===== src/assert_macros.svh =====
// Assertion macros for the RTL of the short-name converter.
// Needs clk_i and rst_ni in the scope of each use.
`ifndef ASSERT_MACROS_SVH
`define ASSERT_MACROS_SVH

// Property that must hold at every clock edge outside reset
`define SN_ASSERT(label, prop, msg) \
  label: assert property (@(posedge clk_i) disable iff (!rst_ni) (prop)) \
    else $error(msg);

// Implication checked in the cycle after the antecedent
`define SN_ASSERT_NEXT(label, ante, cons, msg) \
  label: assert property (@(posedge clk_i) disable iff (!rst_ni) (ante) |=> (cons)) \
    else $error(msg);

`endif


===== src/sn2de_pkg.sv =====
// Package for the 8.3 short-name converter: widths, character constants
// and the character classification functions. No dependencies.
`timescale 1ns / 1ps

package sn2de_pkg;

  localparam int unsigned NameLen   = 11;
  localparam int unsigned IdxW      = 4;
  localparam int unsigned ByteW     = 8;

  localparam logic [IdxW-1:0]  BaseLen   = 4'd8;
  localparam logic [IdxW-1:0]  NameEnd   = 4'd11;
  localparam logic [IdxW-1:0]  LastIdx   = 4'd10;
  localparam logic [IdxW-1:0]  MaxChars  = 4'd12;
  localparam logic [IdxW-1:0]  CountSat  = 4'd13;

  localparam logic [ByteW-1:0] SpaceByte  = 8'h20;
  localparam logic [ByteW-1:0] PeriodByte = 8'h2E;
  localparam logic [ByteW-1:0] LowerA     = 8'h61;
  localparam logic [ByteW-1:0] LowerZ     = 8'h7A;
  localparam logic [ByteW-1:0] CaseOffset = 8'h20;

  typedef logic [ByteW-1:0] name_byte_t;

  // Punctuation that may not appear in a short name
  function automatic logic is_forbidden(input name_byte_t c);
    logic hit;
    hit = 1'b0;
    case (c)
      8'h22, 8'h2A, 8'h2B, 8'h2C, 8'h2F, 8'h3A, 8'h3B, 8'h3C,
      8'h3D, 8'h3E, 8'h3F, 8'h5B, 8'h5C, 8'h5D, 8'h7C: hit = 1'b1;
      default: hit = 1'b0;
    endcase
    return hit;
  endfunction

  // Fold a..z onto A..Z, everything else unchanged
  function automatic name_byte_t to_upper(input name_byte_t c);
    name_byte_t r;
    r = c;
    if (c >= LowerA && c <= LowerZ) begin
      r = c - CaseOffset;
    end
    return r;
  endfunction

endpackage


===== src/short_name_to_dir_entry_core.sv =====
// Top level of the 8.3 short-name converter: character checker, name
// buffer and the burst emitter. Depends on sn2de_pkg and assert_macros.svh.
//
//   channel   dir   tdata                                    tuser    tlast
//   s_axis    in    [7:0] char_in                            -        is_last
//   m_axis    out   [7:0] entry_byte, [11:8] byte_index      status   last_out
//
// One character is taken per cycle while s_axis_tready is high.
// A finished name is copied to the emit buffer and sent as eleven beats
// (one beat on error), one per cycle while m_axis_tready is high; the next name streams in meanwhile.
// s_axis stalls only when a second name ends before the first has left.
// The last character sets done_q; once the emitter is free the name loads into ebuf_q and ebusy_q.
// Reset (rst_ni low, async) clears the name buffer to spaces and all control;
// the emit buffer is not reset.
`timescale 1ns / 1ps
`include "assert_macros.svh"

module short_name_to_dir_entry_core (
  input  logic        clk_i,
  input  logic        rst_ni,
  input  logic        s_axis_tvalid,
  output logic        s_axis_tready,
  input  logic [7:0]  s_axis_tdata,   // [7:0] char_in
  input  logic        s_axis_tlast,   // is_last
  output logic        m_axis_tvalid,
  input  logic        m_axis_tready,
  output logic [15:0] m_axis_tdata,   // [7:0] entry_byte, [11:8] byte_index, [15:12] zero
  output logic        m_axis_tuser,   // [0] status
  output logic        m_axis_tlast    // last_out
);

  localparam int unsigned NameLen = sn2de_pkg::NameLen;
  localparam int unsigned IdxW    = sn2de_pkg::IdxW;

  // Working state of the name being collected
  sn2de_pkg::name_byte_t nbuf_q [NameLen];
  sn2de_pkg::name_byte_t nbuf_d [NameLen];
  logic [IdxW-1:0] wpos_q, wpos_d;
  logic [IdxW-1:0] ccnt_q, ccnt_d;
  logic            seen_q, seen_d;
  logic            err_q, err_d;
  logic            done_q, done_d;

  // Emitter state
  sn2de_pkg::name_byte_t ebuf_q [NameLen];
  logic [IdxW-1:0] ecnt_q;
  logic            eerr_q;
  logic            ebusy_q;

  logic s_hs, m_hs, e_last, e_load;
  sn2de_pkg::name_byte_t c_in, e_byte;

  assign c_in          = s_axis_tdata;
  assign s_axis_tready = !done_q || e_load;
  assign s_hs          = s_axis_tvalid && s_axis_tready;
  assign m_hs          = m_axis_tvalid && m_axis_tready;
  assign e_last        = eerr_q || (ecnt_q == sn2de_pkg::LastIdx);
  assign e_load        = done_q && (!ebusy_q || (m_hs && e_last));

  // Per-character checks and buffer update
  always_comb begin
    nbuf_d = nbuf_q;
    wpos_d = wpos_q;
    ccnt_d = ccnt_q;
    seen_d = seen_q;
    err_d  = err_q;
    done_d = done_q;
    // a name handed to the emitter frees the working state
    if (e_load) begin
      for (int k = 0; k < NameLen; k++) begin
        nbuf_d[k] = sn2de_pkg::SpaceByte;
      end
      wpos_d = '0;
      ccnt_d = '0;
      seen_d = 1'b0;
      err_d  = 1'b0;
      done_d = 1'b0;
    end
    // a new character builds on the cleared state when both coincide
    if (s_hs) begin
      if (!err_d) begin
        if (ccnt_d >= sn2de_pkg::MaxChars || c_in <= sn2de_pkg::SpaceByte ||
            sn2de_pkg::is_forbidden(c_in)) begin
          err_d = 1'b1;
        end else if (c_in == sn2de_pkg::PeriodByte) begin
          if (seen_d || ccnt_d > sn2de_pkg::BaseLen) begin
            err_d = 1'b1;
          end else begin
            seen_d = 1'b1;
            wpos_d = sn2de_pkg::BaseLen;
          end
        end else if ((!seen_d && wpos_d >= sn2de_pkg::BaseLen) ||
                     (seen_d && wpos_d >= sn2de_pkg::NameEnd)) begin
          err_d = 1'b1;
        end else begin
          nbuf_d[wpos_d] = sn2de_pkg::to_upper(c_in);
          wpos_d         = wpos_d + 1'b1;
        end
      end
      if (ccnt_d < sn2de_pkg::CountSat) begin
        ccnt_d = ccnt_d + 1'b1;
      end
      done_d = s_axis_tlast;
    end
  end

  always_ff @(posedge clk_i or negedge rst_ni) begin
    if (!rst_ni) begin
      for (int k = 0; k < NameLen; k++) begin
        nbuf_q[k] <= sn2de_pkg::SpaceByte;
      end
      wpos_q <= '0;
      ccnt_q <= '0;
      seen_q <= 1'b0;
      err_q  <= 1'b0;
      done_q <= 1'b0;
    end else begin
      nbuf_q <= nbuf_d;
      wpos_q <= wpos_d;
      ccnt_q <= ccnt_d;
      seen_q <= seen_d;
      err_q  <= err_d;
      done_q <= done_d;
    end
  end

  // Emitter control: load a finished name, step through the beats
  always_ff @(posedge clk_i or negedge rst_ni) begin
    if (!rst_ni) begin
      ebusy_q <= 1'b0;
      ecnt_q  <= '0;
      eerr_q  <= 1'b0;
    end else if (e_load) begin
      ebusy_q <= 1'b1;
      ecnt_q  <= '0;
      eerr_q  <= err_q;
    end else if (m_hs) begin
      if (e_last) begin
        ebusy_q <= 1'b0;
      end else begin
        ecnt_q <= ecnt_q + 1'b1;
      end
    end
  end

  // Emit buffer payload, no reset needed
  always_ff @(posedge clk_i) begin
    if (e_load) begin
      ebuf_q <= nbuf_q;
    end
  end

  // Output beat
  always_comb begin
    e_byte = '0;
    for (int k = 0; k < NameLen; k++) begin
      if (ecnt_q == k[IdxW-1:0]) begin
        e_byte = ebuf_q[k];
      end
    end
  end

  assign m_axis_tvalid = ebusy_q;
  assign m_axis_tdata  = eerr_q ? 16'h0000 : {4'h0, ecnt_q, e_byte};
  assign m_axis_tuser  = eerr_q;
  assign m_axis_tlast  = e_last;

  // Checks
  `SN_ASSERT(a_err_single, !(m_axis_tvalid && m_axis_tuser) || m_axis_tlast, "error beat not last")
  `SN_ASSERT(a_idx_range, !m_axis_tvalid || (ecnt_q <= sn2de_pkg::LastIdx), "beat index beyond name")
  `SN_ASSERT_NEXT(a_load_start, done_q && !ebusy_q, ebusy_q && (ecnt_q == '0), "finished name not taken")
  `SN_ASSERT_NEXT(a_burst_end, m_hs && m_axis_tlast && !done_q, !m_axis_tvalid, "burst ran past last beat")

endmodule


===== config.mk =====
export PLATFORM = sky130hd
export DESIGN_NAME = short_name_to_dir_entry_core
export DESIGN_NICKNAME = d
export VERILOG_FILES = /design/src/sn2de_pkg.sv /design/src/short_name_to_dir_entry_core.sv
export VERILOG_INCLUDE_DIRS = /design/src /design/src/src
export SDC_FILE = /design/constraint.sdc
export NUM_CORES = 1
export LEC_CHECK = 0
export ABC_AREA = 1
export BUFFER_PORTS_ARGS = -buffer_cell sky130_fd_sc_hd__buf_2
export CAP_MARGIN = 20
export CORE_ASPECT_RATIO = 0.5
export CORE_MARGIN = 2
export CORE_UTILIZATION = 45
export DETAILED_ROUTE_END_ITERATION = 8
export PLACE_DENSITY_LB_ADDON = 0.3
export SLEW_MARGIN = 15
export SYNTH_ARGS = -nofsm -noshare
export SYNTH_HDL_FRONTEND = slang
export SYNTH_SLANG_ARGS = --single-unit

===== constraint.sdc =====
create_clock -name clk_i -period 5.55 [get_ports clk_i]
set_input_delay 1.11 -clock clk_i [delete_from_list [all_inputs] [get_ports clk_i]]
set_output_delay 1.11 -clock clk_i [all_outputs]
set_load 0.01 [all_outputs]

# [Word level (Yosys, flattened, before mapping)]
# Index checks and enable logic that the tools add are counted.
[word_totals] elab_cells=158 out_inout_bits=20 ff_bits=193 in_bits=13
[op_classes] reduce_logical=25 order_cmp=10 bitwise=1 n_addsub=4 n_eq_ne=27 muxes=61
[ops] cell="$mux W88" count=6
[ops] cell="$mux W8" count=18
[ops] cell="$eq A8 B6 Y1 const B" count=12
[ops] cell="$bwmux W88" count=1
[ops] cell="$mux W4" count=13
[ops] cell="$demux W8 S4" count=1
[ops] cell="$eq A8 B7 Y1 const B" count=4
[ops] cell="$mux W1" count=21
[ops] cell="$eq A4 B3 Y1 const B" count=4
[ops] cell="$reduce_or A15 Y1" count=1
[ops] cell="$add A4 B1 Y4 const B" count=3
[ops] cell="$eq A4 B4 Y1 const B" count=3
[ops] cell="$ge A4 B4 Y1 const B" count=3
[ops] cell="$mux W12" count=1
[ops] cell="$eq A4 B2 Y1 const B" count=2
[ops] cell="$ge A8 B7 Y1 const B" count=1
[ops] cell="$le A8 B6 Y1 const B" count=1
[ops] cell="$le A8 B7 Y1 const B" count=1
[ops] cell="$logic_and A1 B1 Y1" count=8
[ops] cell="$sub A8 B6 Y8 const B" count=1
[ops] cell="$logic_or A1 B1 Y1" count=7
[ops] cell="$reduce_bool A2 Y1" count=3
[ops] cell="$ge A5 B5 Y1 const B" count=1
[ops] cell="$lt A5 B1 Y1 const B" count=1
[ops] cell="other kinds (8)" count=11

# [Longest topological paths before layout]
[depth] ltp_word=20 ltp_mapped=19 ltp_nobuf=17

# [Least setup slack after synthesis]
# No wires, ideal clock.
[synth_path] path_type="input to register" start="in m_axis_tready" end="reg nbuf_q[13] (netlist name)" setup_time_ps=58 path_stages=10 arrival_ps=4606 setup_slack_ps=886 path_buffers=1 t_required_ps=5492 path_cell_list="nor2_1 inv_1 nand3_4 inv_1 clkbuf_1 or2_2 inv_1 nand2_1 nand2_1 inv_1"
[synth_lines] element="start: declaration" line="short_name_to_dir_entry_core.sv:26" rtl="input logic m_axis_tready,"
[synth_lines] element="end signal: indexed assignment" line="short_name_to_dir_entry_core.sv:110" rtl="nbuf_q[k] <= sn2de_pkg::SpaceByte;"
[synth_lines] element="end signal: assignment" line="short_name_to_dir_entry_core.sv:118" rtl="nbuf_q <= nbuf_d;"
[synth_lines] element="end: declaration" line="short_name_to_dir_entry_core.sv:36" rtl="sn2de_pkg::name_byte_t nbuf_q [NameLen];"

# [Worst setup path in the final report]
[layout_path] start="reg ecnt_q[1]" end="out m_axis_tdata[5]"
[layout_via] elab_chain_cells=13 elab_cells_between_ends=23 classes_between="eq/ne: 10; mux: 12; reduce/logical: 1"
[layout_lines] element="start: declaration" line="short_name_to_dir_entry_core.sv:46" rtl="logic [IdxW-1:0] ecnt_q;"
[layout_lines] element="start signal: assignment" line="short_name_to_dir_entry_core.sv:141" rtl="ecnt_q <= ecnt_q + 1'b1;"
[layout_lines] element="$logic_not A4 Y1" line="short_name_to_dir_entry_core.sv:157" rtl="if (ecnt_q == k[IdxW-1:0]) begin"
[layout_lines] element="$mux W8 (10 in series)" line="short_name_to_dir_entry_core.sv:157"
[layout_lines] element="$mux W8 *" line="short_name_to_dir_entry_core.sv:157"
[layout_lines] element="$mux W12 *" line="short_name_to_dir_entry_core.sv:164" rtl="assign m_axis_tdata = eerr_q ? 16'h0000 : {4'h0, ecnt_q, e_byte};"
[layout_lines] element="end: declaration" line="short_name_to_dir_entry_core.sv:27" rtl="output logic [15:0] m_axis_tdata,"
# Mark *: on every way between the ends. The rest lies on a longest branch, timed or not.

==> impl_metrics.tcl <==
set metrics [dict create \
    status "completed" \
    r2r-end "nbuf_q[9]$_DFF_PN0_" \
    fin_crit_ns 4.23 \
    hold_class "reg2reg" \
    tritoncts "done" \
    netlist_area_um2 9000 \
    hold_buffers 0 \
    h-tree-depth 4 \
    setup_ws_ns 1.32 \
    swShare 0.384 \
    synth_seq_cells 193 \
    ctsResizeCount 0 \
    drive_gt1_frac 0.117 \
    synth_common_cells "233 x nand2_1, 134 x inv_1, 112 x nand3_1" \
    synth_edf_count 88 \
    hp-start "nbuf_q[30]$_DFF_PN0_" \
    synth.distinct_cells 35 \
    antenna_left 0 \
    power_density_nw_per_um2 515 \
    drv_cap 0 \
    core_area_um2 19500 \
    grt_use_total 0.210 \
    synth_ff_type "dfrtp_1" \
    port_buffers 28 \
    synth_warnings 0 \
    antennaDiodeCount 0 \
    ios 33 \
    rows 36 \
    cts_buffer_depth 2 \
    top_layer "met4" \
    ys_seq_area_frac 0.587 \
    first_iter_violations 639 \
    hold_depth 0 \
    crit_path_end_kind "output port" \
    drc_errors 0 \
    netlist.top_cell.by_area "edfxtp_1" \
    place_ws_ns 1.58 \
    multiInputGateArea_um2 2970 \
    gr-total-overflow 0 \
    whs_ns 0.447 \
    area_growth_syn_to_layout_pct 10.1 \
    dr_wl_met3_um 995 \
    final.setup.tns_ns 0 \
    crit_fanout 10 \
    avgSynthCellArea_um2 9.09 \
    maxSlewHeadroom 0.392 \
    worstSetupPathType "reg2out" \
    reg2reg_slack_ns 1.53 \
    critPathArrivalTime_ns 3.12 \
    gp_congestion 0.864 \
    route.met2.wl_um 9710 \
    synth_top_area_frac 0.294 \
    worstReg2RegStart "ecnt_q[0]$_DFFE_PN0P_" \
    skew_ns 0.00685 \
    p_sw_mw 1.96 \
    start_kind "register" \
    fill_cells 1809 \
    firstDrtPassIters 5 \
    cts.sinks 193 \
    synth_area_leaders "edfxtp_1 29%, dfrtp_1 26%, nand2_1 9.7%" \
    comb_power_share 0.342 \
    met1_length_um 9910 \
    total_power_mw 5.10 \
    synthCells 990 \
    wire_per_inst_um 16.6 \
    antenna_found_initial 0 \
    dp_hpwl_um 13500 \
    cts_buffers 17 \
    clock_latency_ns 0.44 \
    required_ns 4.44 \
    final_core_utilization 0.507 \
    fin_crit_sh 0.761 \
    hold_end "ebuf_q[30]$_DFFE_PP_" \
    path_clk_slew_ns 0.07 \
    routed_via_density 5.25 \
    fin_nets 1024 \
    chipHeight_um 104 \
    grt_first_pass_wirelength_um 34300 \
    vias 6715 \
    fmax_ghz 0.237 \
    rsz0062_at_grt "false" \
    grt_pass1_vias 6453 \
    synthArstFlopShare 0.544 \
    initial_core_util 0.460 \
    die_area_um2 21200 \
    register_area_um2 5280 \
    root_buffer "clkbuf_16" \
    drv_slew 0 \
    synth_most_common_cell "nand2_1" \
    finalWirelength_um 21300 \
    seq_power_share 0.412 \
    peakVddDrop_v 0.000268 \
    max_slew.worst_pin.slew_ns 0.912 \
    cts_setup_buffers 0 \
    pwr-share-clk 0.246 \
    hold_violations 0 \
    grt_max_degree 68 \
    power.leakage_nw 4.75 \
    setup_viol 0 \
    die_w_um 204 \
    r2r_cells 16 \
    p_int_mw 3.14 \
]
[flip-flops by register name, indices dropped and copies added (netlist names)]
name / cells
ebuf_q: 88
seen_q: 1
m_axis_tuser: 1
m_axis_tvalid: 1
wpos_q: 4
ccnt_q: 4
done_q: 1
ecnt_q: 4
nbuf_q: 88
err_q: 1
[worst max-delay path: stages (launching register included)]
cell	delay (ns)
dfrtp_1	0.40
inv_1	0.12
ha_1	0.34
nor2_1	0.56
nand3_1	0.21
nand3_1	0.13
nand2_1	0.08
nand2_1	0.06
nand2_1	0.05
nand3_1	0.06
nand3_1	0.10
nand2_1	0.15
nand2_1	0.07
a21oi_1	0.18
buf_2	0.17
[worst max-delay path by stage]
| stage | start | to | slack, ns |
|---|---|---|---|
| after floorplan | m_axis_tready | nbuf_q[13]$_DFF_PN1_ | 0.89 |
| after global placement | m_axis_tready | nbuf_q[69]$_DFF_PN1_ | 1.65 |
| after detailed placement | ecnt_q[0]$_DFFE_PN0P_ | nbuf_q[11]$_DFF_PN0_ | 1.58 |
| after CTS | ecnt_q[1]$_DFFE_PN0P_ | m_axis_tdata[5] | 1.28 |
| after global routing | ecnt_q[1]$_DFFE_PN0P_ | m_axis_tdata[5] | 1.00 |
| final | ecnt_q[1]$_DFFE_PN0P_ | m_axis_tdata[5] | 1.32 |
[power by group through the flow]
stage	logic, mW	registers, mW	clock network (mW)
after floorplan	1.21	2.09	0
after global placement	1.69	2.11	0
after detailed placement	1.73	2.13	0
after CTS	1.75	2.10	1.27
after global routing	1.97	2.14	1.33
final	1.75	2.10	1.25
[through the flow]
stage          instance area (µm²)  std cells
5_1_grt                       9900       1278
4_1_cts                       9900       1278
2_1_floorplan                 9010        993
3_3_place_gp                  9300       1246
6_report                      9900       1278
3_5_place_dp                  9300       1246
[placed cells by master (no fill, tap or decap), types with 4 or more instances in the layout]
cell,n
clkbuf_16,17
dfstp_2,11
or2_2,19
nand2_1,233
dfrtp_1,94
buf_4,9
buf_2,27
a21oi_1,18
nand3_4,4
inv_1,133
nand4_1,10
nor2_1,60
nor3_1,5
nand3b_1,9
conb_1,4
o21ai_1,69
o21ai_0,41
ha_1,12
nand2_4,5
nand3_1,112
edfxtp_1,88
[cell families after synthesis]
family | Yosys count | synth area share
simple gates | 465 | 0.236
other cells | 1 | 0.000417
compound gates | 132 | 0.0744
fa+ha+maj | 12 | 0.0167
flops | 193 | 0.587
buf+inv | 186 | 0.0844
xor+xnor | 1 | 0.000974
[final cells by class]
class | count | area share
tap | 266 | 0.0336
multi-input combinational | 614 | 0.300
clock buffer | 17 | 0.0430
timing repair buffer | 36 | 0.0205
clock inverter | 15 | 0.0179
inverter | 137 | 0.0520
sequential | 193 | 0.533
[routing by layer]
metal / track usage / up-vias
li1: - / 3218
met1: 0.293 / 3256
met5: 0 / -
met3: 0.0348 / 44
met2: 0.325 / 197
met4: 0.0916 / 0
No activity file was read; power rests on OpenSTA's default activity.
